==> config.mk <==
export PLATFORM = sky130hd
export DESIGN_NAME = stable_priority_queue_4level
export DESIGN_NICKNAME = d
export VERILOG_FILES = /design/src/spq_pkg.sv /design/src/spq_cell.sv /design/src/stable_priority_queue_4level.sv
export SDC_FILE = /design/constraint.sdc
export NUM_CORES = 1
export LEC_CHECK = 0
export BUFFER_PORTS_ARGS = -buffer_cell sky130_fd_sc_hd__buf_2
export CORE_MARGIN = 1
export CORE_UTILIZATION = 30
export DETAILED_ROUTE_END_ITERATION = 16
export PLACE_DENSITY = 0.53
export SLEW_MARGIN = 20
export SYNTH_ARGS = -nofsm -noshare
export SYNTH_HDL_FRONTEND = slang
export SYNTH_SLANG_ARGS = --single-unit
==> constraint.sdc <==
create_clock -name i_clk -period 4.3 [get_ports i_clk]
set_input_delay 0.215 -clock i_clk [delete_from_list [all_inputs] [get_ports i_clk]]
set_output_delay 0.215 -clock i_clk [all_outputs]
set_load 0.01 [all_outputs]
==> src/spq_pkg.sv <==
// Shared constants, types and helpers for the stable priority queue.
`default_nettype none
package spq_pkg;

    localparam int DEPTH    = 16;
    localparam int TAG_BITS = 16;
    localparam int OUT_TAG_BITS = 16;

    localparam logic CMD_ADD  = 1'b0;
    localparam logic CMD_CALL = 1'b1;

    typedef enum logic [1:0] {
        ST_ADDED      = 2'd0,
        ST_DROP_FULL  = 2'd1,
        ST_CALLED     = 2'd2,
        ST_CALL_EMPTY = 2'd3
    } t_status;

    typedef enum logic [1:0] {
        ROOM_EMERGENCY    = 2'd0,
        ROOM_EXAMINATION  = 2'd1,
        ROOM_CONSULTATION = 2'd2
    } t_room;

    // Contents of one cell of the sorted chain.
    typedef struct packed {
        logic                valid;
        logic [1:0]          level;
        logic [TAG_BITS-1:0] tag;
    } t_slot;

    // Operation broadcast to every cell in a cycle.
    typedef struct packed {
        logic                add;
        logic                call;
        logic [1:0]          level;
        logic [TAG_BITS-1:0] tag;
    } t_cell_ctl;

    function automatic t_room room_of(input logic [1:0] lvl);
        t_room r;
        case (lvl)
            2'd0:    r = ROOM_EMERGENCY;
            2'd1:    r = ROOM_EXAMINATION;
            default: r = ROOM_CONSULTATION;
        endcase
        return r;
    endfunction

    function automatic logic [OUT_TAG_BITS-1:0] out_tag_of(input logic [TAG_BITS-1:0] t);
        logic [63:0] w;
        w = 64'(t);
        return w[OUT_TAG_BITS-1:0];
    endfunction

endpackage
`default_nettype wire

==> src/spq_cell.sv <==
// One cell of the sorted chain: holds one entry and trades it with its neighbors.
`default_nettype none
module spq_cell (
    input  wire                    i_clk,
    input  wire                    i_rst_n,
    input  spq_pkg::t_cell_ctl     i_ctl,
    input  spq_pkg::t_slot         i_left,
    input  spq_pkg::t_slot         i_right,
    output spq_pkg::t_slot         o_slot
);
    import spq_pkg::*;

    t_slot r_slot;
    t_slot n_slot;
    logic  w_left_keeps;
    logic  w_here_keeps;

    // An entry stays ahead of a new item when it is equally or more urgent.
    assign w_left_keeps = i_left.valid && (i_left.level <= i_ctl.level);
    assign w_here_keeps = r_slot.valid && (r_slot.level <= i_ctl.level);

    always_comb begin
        n_slot = r_slot;
        if (i_ctl.add) begin
            if (!w_left_keeps) begin
                n_slot = i_left;
            end else if (!w_here_keeps) begin
                n_slot.valid = 1'b1;
                n_slot.level = i_ctl.level;
                n_slot.tag   = i_ctl.tag;
            end
        end else if (i_ctl.call) begin
            n_slot = i_right;
        end
    end

    always_ff @(posedge i_clk) begin
        if (!i_rst_n) begin
            r_slot.valid <= 1'b0;
        end else begin
            r_slot.valid <= n_slot.valid;
        end
        r_slot.level <= n_slot.level;
        r_slot.tag   <= n_slot.tag;
    end

    assign o_slot = r_slot;

endmodule
`default_nettype wire

==> src/stable_priority_queue_4level.sv <==
// Top level of the stable priority queue: a chain of sorted cells and an output register.
// The result of an item is registered and appears in the cycle after the item is accepted.
// Throughput: one item per cycle unless stalled; an add or call updates all cells at once.
// A held result blocks input only while the output side stalls.
// Reset (synchronous, active low) empties the queue and clears the output valid.
`default_nettype none
module stable_priority_queue_4level (
    input  wire                            i_clk,
    input  wire                            i_rst_n,
    input  wire                            i_valid,
    output logic                           o_stall,
    input  wire                            i_cmd,
    input  wire [spq_pkg::TAG_BITS-1:0]    i_tag,
    input  wire [1:0]                      i_level,
    output logic                           o_valid,
    input  wire                            i_stall,
    output logic [1:0]                     o_status,
    output logic [spq_pkg::OUT_TAG_BITS-1:0] o_out_tag,
    output logic [1:0]                     o_room
);
    import spq_pkg::*;

    t_slot     w_slot [DEPTH];
    t_slot     w_left [DEPTH];
    t_slot     w_right[DEPTH];
    t_cell_ctl w_ctl;
    logic      w_accept;
    logic      w_full;
    logic      w_empty;

    logic                    r_out_valid;
    t_status                 r_status;
    logic [OUT_TAG_BITS-1:0] r_out_tag;
    t_room                   r_room;

    t_status                 n_status;
    logic [OUT_TAG_BITS-1:0] n_out_tag;
    t_room                   n_room;

    assign o_stall  = r_out_valid && i_stall;
    assign w_accept = i_valid && !o_stall;
    assign w_full   = w_slot[DEPTH-1].valid;
    assign w_empty  = !w_slot[0].valid;

    always_comb begin
        w_ctl.add   = w_accept && (i_cmd == CMD_ADD) && !w_full;
        w_ctl.call  = w_accept && (i_cmd == CMD_CALL) && !w_empty;
        w_ctl.level = i_level;
        w_ctl.tag   = i_tag;
    end

    // The head cell sees a neighbor that always stays ahead; the tail sees an empty one.
    genvar g;
    generate
        for (g = 0; g < DEPTH; g++) begin : g_cell
            if (g == 0) begin : g_head
                assign w_left[g] = {1'b1, 2'd0, {TAG_BITS{1'b0}}};
            end else begin : g_mid
                assign w_left[g] = w_slot[g-1];
            end
            if (g == DEPTH - 1) begin : g_tail
                assign w_right[g] = {1'b0, 2'd0, {TAG_BITS{1'b0}}};
            end else begin : g_body
                assign w_right[g] = w_slot[g+1];
            end
            spq_cell u_cell (
                .i_clk   (i_clk),
                .i_rst_n (i_rst_n),
                .i_ctl   (w_ctl),
                .i_left  (w_left[g]),
                .i_right (w_right[g]),
                .o_slot  (w_slot[g])
            );
        end
    endgenerate

    always_comb begin
        n_status  = ST_ADDED;
        n_out_tag = '0;
        n_room    = ROOM_EMERGENCY;
        if (i_cmd == CMD_ADD) begin
            if (w_full) begin
                n_status = ST_DROP_FULL;
            end
        end else if (w_empty) begin
            n_status = ST_CALL_EMPTY;
        end else begin
            n_status  = ST_CALLED;
            n_out_tag = out_tag_of(w_slot[0].tag);
            n_room    = room_of(w_slot[0].level);
        end
    end

    always_ff @(posedge i_clk) begin
        if (!i_rst_n) begin
            r_out_valid <= 1'b0;
        end else if (w_accept) begin
            r_out_valid <= 1'b1;
        end else if (!i_stall) begin
            r_out_valid <= 1'b0;
        end
        if (w_accept) begin
            r_status  <= n_status;
            r_out_tag <= n_out_tag;
            r_room    <= n_room;
        end
    end

    assign o_valid   = r_out_valid;
    assign o_status  = r_status;
    assign o_out_tag = r_out_tag;
    assign o_room    = r_room;

endmodule
`default_nettype wire
==> run metrics <==
CP required 4440 ps; most frequent cells in the layout 312 x a21oi_1, 308 x edfxtp_1, 263 x nor2_1; Seq pwr share 0.471; largest net degree at the start of global routing 99; switching part of the total 0.256; IO Pins 45; most common cell after layout, fill and taps aside a21oi_1; Pleak ~0.0083 µW; RSZ-0062 raised after global routing no; H-tree depth 2; core area 55100 µm²; # diodes 0; CTS Buffer Depth 3; Setup crit end kind register; layout cell share with drive strength beyond 1 0.0988; clock share of power 0.401; clock root cell clkbuf_16; crit path DAT 2970 ps; DR pass1 iterations 5; vias in the first global route 11500; Slowest-stage cell, CP o31a_1; endpoints failing setup 0; Post-DRT Antenna Nets 0; Iteration-0 DRC Markers 1177; Hold Path Stages 3; row cnt 86; PortBufs 44; gr usage total 0.163; Final Util 0.346; Synth Register Bits 325; number of remaining DRC errors 0; chip height 238 µm; CTS tree yes; pins over their slew limit 0; Psw roughly 2100 µW; drt via density 5.05; syn_area_per_cell ~11 µm²; combinational group share of total power 0.128; Skew-Pair Late Insertion Delay 530 ps; VDD IR max between 0.0002 and 0.00025 V; CP max stage delay 770 ps; Clock transition at path regs 60 ps; Die ar. 56800 µm²; Warnings, synthesis 0; Fin. Hold Viols 0; final worst-path cycle share 0.657; WS Path Type reg -> reg; Routability Congestion 0.786; FF-to-FF path depth 4; clk sinks 325; HPWL Detailed 31.2 mm; Internal Power 6140 µW; CTS buffer count 38; Critical Path Start Type register; fmax 354 MHz; Clock Skew 16.4 ps; Setup TNS 0 ps; chip width roughly 240 µm; total grt overflow 0; Initial Util 0.304; syn_nets 1618; critical-path cell list nand2b_1 > nand3_2 > inv_2 > o31a_1; Yosys cell types 32; initial antenna violation count 2; Layout area overhead 13.8%; final net count 1623; sequential area share after synthesis 0.573; first-pass GRT wire length 71.9 mm; DR WL/cell about 20 µm; Setup Buffers After CTS 0; Max FO, Critical Path 23; HP Class in -> reg; Total Wirelength 46.6 mm; Vias 11900; Power per Cell Area approximately 430 nW/µm²; Worst Tran Pin Value a little over 900 ps; relative slew slack 0.380; MaxCap Viol Count 0; Min Clock Period, post-route 2830 ps; Post-Synthesis Cells 1565; status finished clean; Netlist Area Pre-Place roughly 17000 µm²
[synth_stat cells, drive strengths merged]
master / n / area share
or2: 1 / 0.00037
and3: 20 / 0.0075
ha: 30 / 0.022
nor3: 14 / 0.0042
inv: 19 / 0.0043
o21ai: 6 / 0.0018
buf: 88 / 0.028
o21a: 1 / 0.00045
edfxtp: 308 / 0.55
a22oi: 4 / 0.0018
nand3: 12 / 0.0039
nand2b: 15 / 0.0056
nor2b: 16 / 0.0060
a21boi: 1 / 0.00067
a32oi: 10 / 0.0052
clkbuf: 39 / 0.0087
o31a: 2 / 0.0010
o211ai: 1 / 0.00045
and2: 2 / 0.00075
nand2: 152 / 0.034
a21o: 3 / 0.0013
nor2: 263 / 0.059
a21oi: 313 / 0.094
mux2i: 216 / 0.13
dfxtp: 17 / 0.020
a31oi: 1 / 0.00037
o211a: 11 / 0.0066
[path summary, 6_finish.rpt]
| kind | slack (ps) | startpoint | endpoint |
|---|---|---|---|
| worst max register to register | 1470 | g_cell[0].u_cell.o_slot[18]$_SDFFE_PN0P_ | g_cell[14].u_cell.o_slot[8]$_DFFE_PP_ |
| worst max-delay path | 1470 | g_cell[0].u_cell.o_slot[18]$_SDFFE_PN0P_ | g_cell[14].u_cell.o_slot[8]$_DFFE_PP_ |
| worst min register to register | 530 | g_cell[5].u_cell.o_slot[18]$_SDFFE_PN0P_ | g_cell[4].u_cell.o_slot[18]$_SDFFE_PN0P_ |
| worst min-delay path | 40 | i_stall | o_valid$_SDFFE_PN0P_ |
[repair_timing]
| item | CTS | global route |
|---|---|---|
| hold endpoints to repair | 1 | 0 |
| hold buffers | 1 | 0 |
| resized for setup | 0 | 0 |
[flip-flops by register name, summed over array words and instances, names as in the netlist]
name	count
o_valid	1
o_status	2
g_cell.u_cell.o_slot	304
o_out_tag	16
o_room	2
[cell type report]
type                    instances  area, µm²
repair buffers                 92        646
clock inverters                22        219
inverters                      19       71.3
clock buffers                  47       1050
fillers                      5577      36000
multi-input cells            1094       6550
flip-flops and latches        325       9590
well taps                     748        936
[critical path: cells and delay by family, from the launching register on]
family	cells	cell delay [ps]
simple gates	2	730
buf+inv	1	190
compound gates	1	770
flops	1	730
[metrics by stage]
step                hold WS [ps]  setup slack, ps  area, µm²  cells  total power, µW
CTS                         25.9             1440      19100   2347             8330
finish                      42.7             1470      19100   2347             8250
floorplan                    314             1220      16700   1565             4630
global route                37.9             1220      19100   2347             8590
global placement             435             1380      17800   2277             4980
detailed placement           442             1330      17800   2277             5000
[kinds of logic after synthesis]
kind of cell | after synthesis | synth area share
DFF | 325 | 0.573
and+or+nand+nor | 495 | 0.121
buffers and inverters | 146 | 0.0408
AOI/OAI and AO/OA | 353 | 0.114
muxes | 216 | 0.129
adders and majority gates | 30 | 0.0224
[power by group through the flow]
stage               Combinational [µW]  Sequential, µW  Clock [µW]
finish                            1050            3890        3310
global route                      1170            3910        3510
CTS                               1050            3890        3390
detailed placement                1050            3950           0
global placement                  1030            3950           0
floorplan                          743            3890           0
[per-layer routing]
layer,track usage,wire (µm)
met5,0,0
met4,0.0359,703
met1,0.256,23600
met3,0.0213,2550
met2,0.235,19700
No activity file was read; power rests on OpenSTA's default activity.
